File: src/design/cpt_pkg.sv
// ----------------------------------------------------------------------------
// cpt_pkg: shared types and constants for the closest point core
// Fixed-point widths, item structs, region codes and small vector helpers.
// ----------------------------------------------------------------------------
package cpt_pkg;

  // coordinate and derived widths
  localparam int CW          = 16;          // Q8.8 coordinate
  localparam int DIMENSIONS  = 3;
  localparam int DFW         = CW + 1;      // coordinate difference
  localparam int DOTW        = 2 * DFW + 2; // dot product, Q20.16
  localparam int PRW         = 2 * DOTW;    // product of two dot products
  localparam int VW          = PRW + 1;     // barycentric term, Q41.32
  localparam int DENW        = VW + 2;      // sum of three barycentric terms
  localparam int NUMW        = DFW + VW + 1;// projection numerator
  localparam int QB          = CW + 2;      // rounded quotient bits
  localparam int RW          = NUMW + 2;    // divider remainder
  localparam int SQW         = 34;          // squared distance, Q18.16
  localparam int SSW         = 2 * DFW + 2; // full squared distance sum

  // queue and front pipeline
  localparam int QUEUE_DEPTH = 8;
  localparam int FRONT_LAT   = 5;
  localparam int OCCW        = $clog2(FRONT_LAT + 1);

  // configuration port
  localparam int CFG_AW      = 3;
  localparam logic CFG_SIMPLEX = 1'b0;

  // simplex sizes
  localparam logic [1:0] SV_POINT   = 2'd1;
  localparam logic [1:0] SV_SEGMENT = 2'd2;
  localparam logic [1:0] SV_TRI     = 2'd3;

  // region codes
  localparam logic [2:0] REG_A    = 3'd0;
  localparam logic [2:0] REG_B    = 3'd1;
  localparam logic [2:0] REG_C    = 3'd2;
  localparam logic [2:0] REG_AB   = 3'd3;
  localparam logic [2:0] REG_AC   = 3'd4;
  localparam logic [2:0] REG_BC   = 3'd5;
  localparam logic [2:0] REG_FACE = 3'd6;

  typedef logic signed [CW-1:0]   crd_t;
  typedef crd_t [2:0]             vec_t;
  typedef logic signed [DFW-1:0]  dif_t;
  typedef dif_t [2:0]             dvec_t;
  typedef logic signed [DOTW-1:0] dot_t;
  typedef logic signed [PRW-1:0]  prd_t;
  typedef logic signed [VW-1:0]   wide_t;
  typedef logic signed [DENW-1:0] den_t;

  typedef struct packed {
    crd_t px, py, pz;
    crd_t ax, ay, az;
    crd_t bx, by_coord, bz;
    crd_t cx, cy, cz;
  } in_item_t;

  typedef struct packed {
    crd_t             qx, qy, qz;
    logic [SQW-1:0]   sq_dist;
    logic [2:0]       region;
    logic             degenerate;
  } out_item_t;

  // item handed from the front to the back: Q = base + round((u*x + w*y) / den)
  typedef struct packed {
    vec_t       p;
    vec_t       base;
    dvec_t      u;
    dvec_t      w;
    wide_t      x;
    wide_t      y;
    den_t       den;
    logic [2:0] region;
    logic       degen;
  } qe_t;

  function automatic vec_t ld3(crd_t x, crd_t y, crd_t z);
    vec_t v;
    v[0] = x;
    v[1] = y;
    v[2] = (DIMENSIONS > 2) ? z : '0;
    return v;
  endfunction

  function automatic dvec_t vsub(vec_t a, vec_t b);
    dvec_t r;
    for (int i = 0; i < 3; i++) r[i] = DFW'(a[i]) - DFW'(b[i]);
    return r;
  endfunction

  function automatic dot_t dot3(dvec_t u, dvec_t v);
    dot_t s;
    s = '0;
    for (int i = 0; i < 3; i++) s = s + DOTW'(u[i]) * DOTW'(v[i]);
    return s;
  endfunction

endpackage

File: src/design/cpt_queue.sv
// ----------------------------------------------------------------------------
// cpt_queue: item queue between front and back
// Circular buffer with a registered head; drains one item per cycle.
// ----------------------------------------------------------------------------
module cpt_queue #(
  parameter int DEPTH = cpt_pkg::QUEUE_DEPTH
) (
  input  logic                         clk,
  input  logic                         rst_n,
  input  logic                         push,
  input  cpt_pkg::qe_t                 push_data,
  output logic                         head_valid,
  output cpt_pkg::qe_t                 head,
  output logic [$clog2(DEPTH+1)-1:0]   count
);
  import cpt_pkg::*;

  localparam int PTRW = $clog2(DEPTH);
  localparam int CTW  = $clog2(DEPTH + 1);

  qe_t             mem [DEPTH];
  logic [PTRW-1:0] wr_r, wr_nxt, rd_r, rd_nxt;
  logic [CTW-1:0]  count_r, count_nxt;
  logic            head_valid_r;
  qe_t             head_r;
  logic            pop;

  assign pop = (count_r != '0);

  // advance pointers and fill count
  always_comb begin
    wr_nxt    = wr_r;
    rd_nxt    = rd_r;
    count_nxt = count_r;
    if (push) begin
      wr_nxt = (wr_r == PTRW'(DEPTH - 1)) ? '0 : wr_r + 1'b1;
    end
    if (pop) begin
      rd_nxt = (rd_r == PTRW'(DEPTH - 1)) ? '0 : rd_r + 1'b1;
    end
    unique case ({push, pop})
      2'b10:   count_nxt = count_r + 1'b1;
      2'b01:   count_nxt = count_r - 1'b1;
      default: count_nxt = count_r;
    endcase
  end

  always_ff @(posedge clk) begin
    if (!rst_n) begin
      wr_r         <= '0;
      rd_r         <= '0;
      count_r      <= '0;
      head_valid_r <= 1'b0;
    end else begin
      wr_r         <= wr_nxt;
      rd_r         <= rd_nxt;
      count_r      <= count_nxt;
      head_valid_r <= pop;
    end
  end

  // storage write and registered head read
  always_ff @(posedge clk) begin
    if (push) begin
      mem[wr_r] <= push_data;
    end
  end

  always_ff @(posedge clk) begin
    if (pop) begin
      head_r <= mem[rd_r];
    end
  end

  assign head_valid = head_valid_r;
  assign head       = head_r;
  assign count      = count_r;

endmodule

File: config.mk
export PLATFORM = sky130hd
export DESIGN_NAME = cpt_queue
export DESIGN_NICKNAME = d
export VERILOG_FILES = /design/src/design/cpt_pkg.sv /design/src/design/cpt_queue.sv
export SDC_FILE = /design/constraint.sdc
export NUM_CORES = 2
export LEC_CHECK = 0
export BUFFER_PORTS_ARGS = -buffer_cell sky130_fd_sc_hd__buf_2
export CELL_PAD_IN_SITES_DETAIL_PLACEMENT = 1
export CELL_PAD_IN_SITES_GLOBAL_PLACEMENT = 2
export CORE_MARGIN = 3
export CORE_UTILIZATION = 40
export DETAILED_ROUTE_END_ITERATION = 7
export HOLD_SLACK_MARGIN = 0.02
export PLACE_DENSITY = 0.74
export RECOVER_POWER = 25
export SYNTH_ARGS = -nofsm -noshare
export SYNTH_HDL_FRONTEND = slang
export SYNTH_SLANG_ARGS = --single-unit
File: constraint.sdc
create_clock -name clk -period 37.1 [get_ports clk]
set_input_delay 0 -clock clk [delete_from_list [all_inputs] [get_ports clk]]
set_output_delay 0 -clock clk [all_outputs]
set_load 0.03 [all_outputs]
## After elaboration in Yosys (flattened, before gate mapping)

Memories as Yosys holds them, arrays and structs flattened. A register that Yosys moved wholly into a read port is not among the register bits.
Cells that the tools add are included.

- Memories kept: 1
- Bits of input ports: 426
- Output and inout port bits: 428
- Logic and storage cells: 20
- Register bits: 11
- RAM bits: 3384

- Reduce and logical (&&, ||, !) cells: 2
- Equal/unequal tests: 4
- Add/sub/neg operators: 4
- Mux-type cells: 5

Memories:

| name | depth | width | rd ports | clocked after Yosys merged registers in | write ports | RTL line | source |
|---|---|---|---|---|---|---|---|
| mem | 8 | 423 | 1 | 1 | 1 | cpt_queue.sv:21 | `qe_t mem [DEPTH];` |

Operator list:

| kind | number |
|---|---|
| $pmux W4 S2 | 1 |
| $add A3 B1 Y3 const B | 2 |
| $eq A3 B3 Y1 const B | 2 |
| $mux W3 | 2 |
| $add A4 B1 Y4 const B | 1 |
| $reduce_bool A4 Y1 | 1 |
| $sub A4 B1 Y4 const B | 1 |
| $eq A2 B1 Y1 const B | 1 |
| $eq A2 B2 Y1 const B | 1 |
| $mux W1 | 2 |
| $reduce_bool A2 Y1 | 1 |

## Logic depth before layout (Yosys ltp)

- Depth after elaboration: 3
- Depth in mapped cells: 8
- Depth with buffers taken out: 8

## Worst setup path before layout

Ideal clock, no wire load.

- Path type: register -> register
- Start: reg wr_r[0]
- End: mem mem[0][0] in the netlist's numbering, enable pin
- Path buffers: 0
- Path slack: 6.434 ns
- Required time: 35.372 ns
- Period minus slack after synthesis: 30.666 ns
- Setup time: 1.728 ns
- Arrival time: 28.938 ns
- Cell stages (with the launch flop): 3
- Path through: dfxtp_1 nand2b_1 nor3_1

RTL lines:

| what | RTL line | source |
|---|---|---|
| start: declaration | cpt_queue.sv:22 | `logic [PTRW-1:0] wr_r, wr_nxt, rd_r, rd_nxt;` |
| start signal: assignment | cpt_queue.sv:55 | `wr_r <= wr_nxt;` |
| end: declaration | cpt_queue.sv:21 |  |

No word-level cell before the write port.

==> impl_summary.txt <==
----------------------------------------------------
[Timing]
  Setup-violating endpoint count in the final report ... 0
  Final Hold Vio Count ... 0
  Shortest period the worst path allows ... 6.39 ns
  Post-Route Setup TNS ... 0 ns
  Final worst path period share ... 0.172
  Skew final ... 0.0594 ns
  Hold slack ... 0.189 ns
  Pins over their slew limit ... 0
  Max Fclk ... 156 MHz
  Relative max-transition margin ... 0.253
  Unrepaired setup endpoints after global routing ... false
  Tightest Pin Transition ... 1.12 ns

[Detailed routing]
  Residual antenna-violating net count after detailed routing ... 0
  Via total after detailed routing ... 65196
  Total DRC errors in the routed layout ... 0
  Detailed-route vias per instance ... 5.29
  Aggregate routed wire length ... 344 mm
  Amount of wire on met3 after detailed routing ... 23.7 mm
  Highest signal layer in the routed design ... met5
  Detailed-routing iteration count for the pre-antenna-repair pass ... 5
  Wire length per cell ... 27.9 um
  Met1 routed wirelength after detailed routing ... 137 mm
  Initial DRC count ... 6501
  Detail Route met2 WL ... 174 mm

[Worst setup path]
  Reg-to-reg slack, setup ... 30.71 ns
  Worst flop-to-flop path startpoint ... rd_r[0]
  Critical-path maximum fanout ... 106
  Number of cells on the worst reg-to-reg path ... 7
  Worst Path Required ... 37.77 ns
  Worst endpoint data arrival time ... 7.07 ns
  Cell family contributing the most delay on the critical path ... buffers and inverters
  Crit Path Class ... register to register
  Master of the slowest instance on the critical path ... sky130_fd_sc_hd__buf_4
  Chain of cells forming the critical path ... buf_4 -> buf_4 -> buf_4 -> buf_12 -> buf_12 -> mux4_2 -> mux2_2
  Most frequent CP cell ... sky130_fd_sc_hd__buf_4
  CP Launch Type ... register
  Endpoint of the worst-slack reg-to-reg timing path ... head[212]
  Crit path depth ... 7
  Element type at the critical path end ... register
  Stage delay of the slowest cell on the critical path ... 0.89 ns
  Bufs and invs on worst path ... 5

[Logic synthesis]
  Seq cells post-synth ... 3818
  Total of warnings raised by yosys ... 0
  Area of the mapped netlist ... 0.140 mm^2
  Instance count of the mapped netlist ... 5381
  Avg Synthesized Cell Area ... 26.0 um^2
  Seq/Total Area, Yosys ... 0.819
  Syn_nets ... 5814
  Library cells used by synthesis ... 30

[Global route]
  Initial antenna violation count ... 81
  Overflow left after global routing ... 0
  Global-route wire length before repair ... 503 mm
  Total global routing track utilization ... 0.190
  Number of global-route vias before repair ... 71403
  Largest net degree at the start of global routing ... 126

[Final layout]
  Total number of nets in the final design ... 7781
  Share of final-layout standard cells stronger than drive strength 1 ... 0.358
  Most common library cell in the layout ignoring fill and taps ... sky130_fd_sc_hd__edfxtp_1
  Post-layout instance area ... 0.171 mm^2
  Commonest cells after routing, fill and taps aside ... sky130_fd_sc_hd__edfxtp_1 (3807), sky130_fd_sc_hd__dlygate4sd3_1 (850), sky130_fd_sc_hd__mux4_2 (846)
  Syn-to-layout area delta ... 22.0%

[Floorplan]
  Ports placed on the boundary ... 854
  Placeable core region ... 0.347 mm^2
  Die boundary height ... 597 um
  Die X ... 597 um
  Initial core utilization ... 0.403
  Die Footprint ... 0.357 mm^2
  Row count ... 216

[Clocking]
  Clock latency at the later pin of the worst-skew pair ... 0.92 ns
  Count of buffers added by post-CTS timing repair for setup ... 0
  Number of levels in the clock H-tree ... 5
  CTS tree ... done
  Number of clock buffers inserted by TritonCTS ... 390
  Post_cts resized ... 0
  Root Driver ... sky130_fd_sc_hd__clkbuf_16
  Clock transition at the register clock pins on the worst setup and hold paths after CTS ... 0.06 ns
  Number of buffers on the longest clock path ... 4
  Total number of clock tree sinks ... 3818

[Pwr]
  Lkg Pwr ... 0.0546 uW
  Peak supply drop ... 0.0976 mV
  Power density cells ... 71.7 mW/mm^2

[Placed design]
  Post-DP HPWL ... 191 mm
  Final estimated routing congestion in global placement ... 0.732
  Port-buffer cells ... 853
  Placed Instance Area ... 0.150 mm^2

[Hold path]
  Worst min-delay path class ... primary input to register
  Worst min-delay path startpoint ... push
  Endpoint with the worst hold slack ... wr_r[0]
  Number of instances on the worst hold path ... 6

[Run]
  Maximum capacitance violations ... 0

[Run status]
  Outcome ... completed

----------------------------------------------------
[sequential cells by signal, summed over array words and instances, names as in the netlist]
name and cells:
mem 3384, head 423, count 4, rd_r 3, wr_r 3, head_valid 1
[worst reg2reg max path, stage by stage (launching register included)]
cell,delay (ns)
sky130_fd_sc_hd__dfxtp_4,0.71
sky130_fd_sc_hd__buf_4,0.89
sky130_fd_sc_hd__buf_4,0.95
sky130_fd_sc_hd__buf_4,0.89
sky130_fd_sc_hd__buf_12,0.62
sky130_fd_sc_hd__buf_12,1.03
sky130_fd_sc_hd__mux4_2,0.77
sky130_fd_sc_hd__mux2_2,0.29
[report_power, final]
part           internal (uW)  switching (uW)  total [uW]  leakage [uW]
sequential              5280             211        5490        0.0350
clock                   2120            1640        3770       0.00591
combinational           1220            1760        2980        0.0138
total                   8630            3610       12200        0.0546
[kinds of logic after synthesis]
logic type               count (synthesis)  synth area share
AO/OA/AOI/OAI                            7          0.000268
multiplexers                          1274             0.171
adder cells (fa/ha/maj)                  7          0.000680
XOR/XNOR                                 3          0.000188
flip-flops                            3818             0.819
buffers and inverters                  240           0.00845
AND/OR/NAND/NOR                         32           0.00130
[worst max path at each step]
stage                 start   endpoint  slack (ns)
floorplan           wr_r[0]  mem[0][0]        6.43
global placement    rd_r[0]   head[49]       30.63
detailed placement  rd_r[0]  head[221]       30.56
CTS                 rd_r[0]  head[312]       30.54
global route        rd_r[0]  head[238]       29.98
finish              rd_r[0]  head[212]       30.71
[metal layers]
metal / global-route usage / vias up
met4: 0.0491 / 34
met3: 0.0401 / 510
met1: 0.249 / 35191
li1: - / 27334
met2: 0.322 / 2127
met5: 0 / -
[what timing repair did]
action	CTS	global route
setup endpoints to repair	0	0
hold buffers	850	0
endpoints found under the hold margin	3463	0
[cells in the mapped netlist]
cell | count | area [um^2]
sky130_fd_sc_hd__edfxtp_1 | 3807 | 114000
sky130_fd_sc_hd__mux4_2 | 846 | 19100
sky130_fd_sc_hd__mux2_2 | 423 | 4760
sky130_fd_sc_hd__clkbuf_1 | 77 | 289
sky130_fd_sc_hd__buf_2 | 69 | 345
sky130_fd_sc_hd__buf_4 | 48 | 360
sky130_fd_sc_hd__buf_1 | 42 | 158
sky130_fd_sc_hd__dfxtp_1 | 11 | 220
sky130_fd_sc_hd__nor2b_1 | 7 | 43.8
sky130_fd_sc_hd__ha_1 | 6 | 75.1
sky130_fd_sc_hd__nor2_1 | 6 | 22.5
sky130_fd_sc_hd__mux2i_1 | 5 | 50.1
sky130_fd_sc_hd__nor3_1 | 4 | 20.0
sky130_fd_sc_hd__a21oi_1 | 3 | 15.0
sky130_fd_sc_hd__nand2_1 | 3 | 11.3
sky130_fd_sc_hd__nand2b_1 | 3 | 18.8
sky130_fd_sc_hd__o21ai_0 | 3 | 15.0
sky130_fd_sc_hd__and2_1 | 2 | 12.5
sky130_fd_sc_hd__buf_6 | 2 | 22.5
sky130_fd_sc_hd__inv_1 | 2 | 7.51
sky130_fd_sc_hd__nor3b_1 | 2 | 15.0
sky130_fd_sc_hd__xnor2_1 | 2 | 17.5
sky130_fd_sc_hd__a21boi_0 | 1 | 7.51
sky130_fd_sc_hd__and3b_1 | 1 | 8.76
sky130_fd_sc_hd__fa_1 | 1 | 20.0
sky130_fd_sc_hd__nand3b_1 | 1 | 7.51
sky130_fd_sc_hd__nor4_1 | 1 | 6.26
sky130_fd_sc_hd__or3_1 | 1 | 6.26
sky130_fd_sc_hd__or3b_2 | 1 | 8.76
sky130_fd_sc_hd__xor2_1 | 1 | 8.76
[per-stage QoR]
step / utilization / setup slack [ns] / total power (uW) / std cells
after detailed placement: 0.432 / 30.56 / 8520 / 10684
after global routing: 0.491 / 29.98 / 12700 / 12275
final: 0.492 / 30.71 / 12200 / 12314
after global placement: 0.432 / 30.63 / 8470 / 10684
after floorplan: - / 6.43 / 7750 / 5381
after CTS: 0.491 / 30.54 / 12400 / 12240
[final cells by class]
type,instances,area [um^2]
clock inverter,226,2010
sequential,3818,115000
antenna,74,185
fill,30739,177000
tap,4578,5730
timing repair buffer,1813,13800
multi-input combinational,1323,24300
clock buffer,480,10200
inverter,2,15.0
No activity file was read; power rests on OpenSTA's default activity.
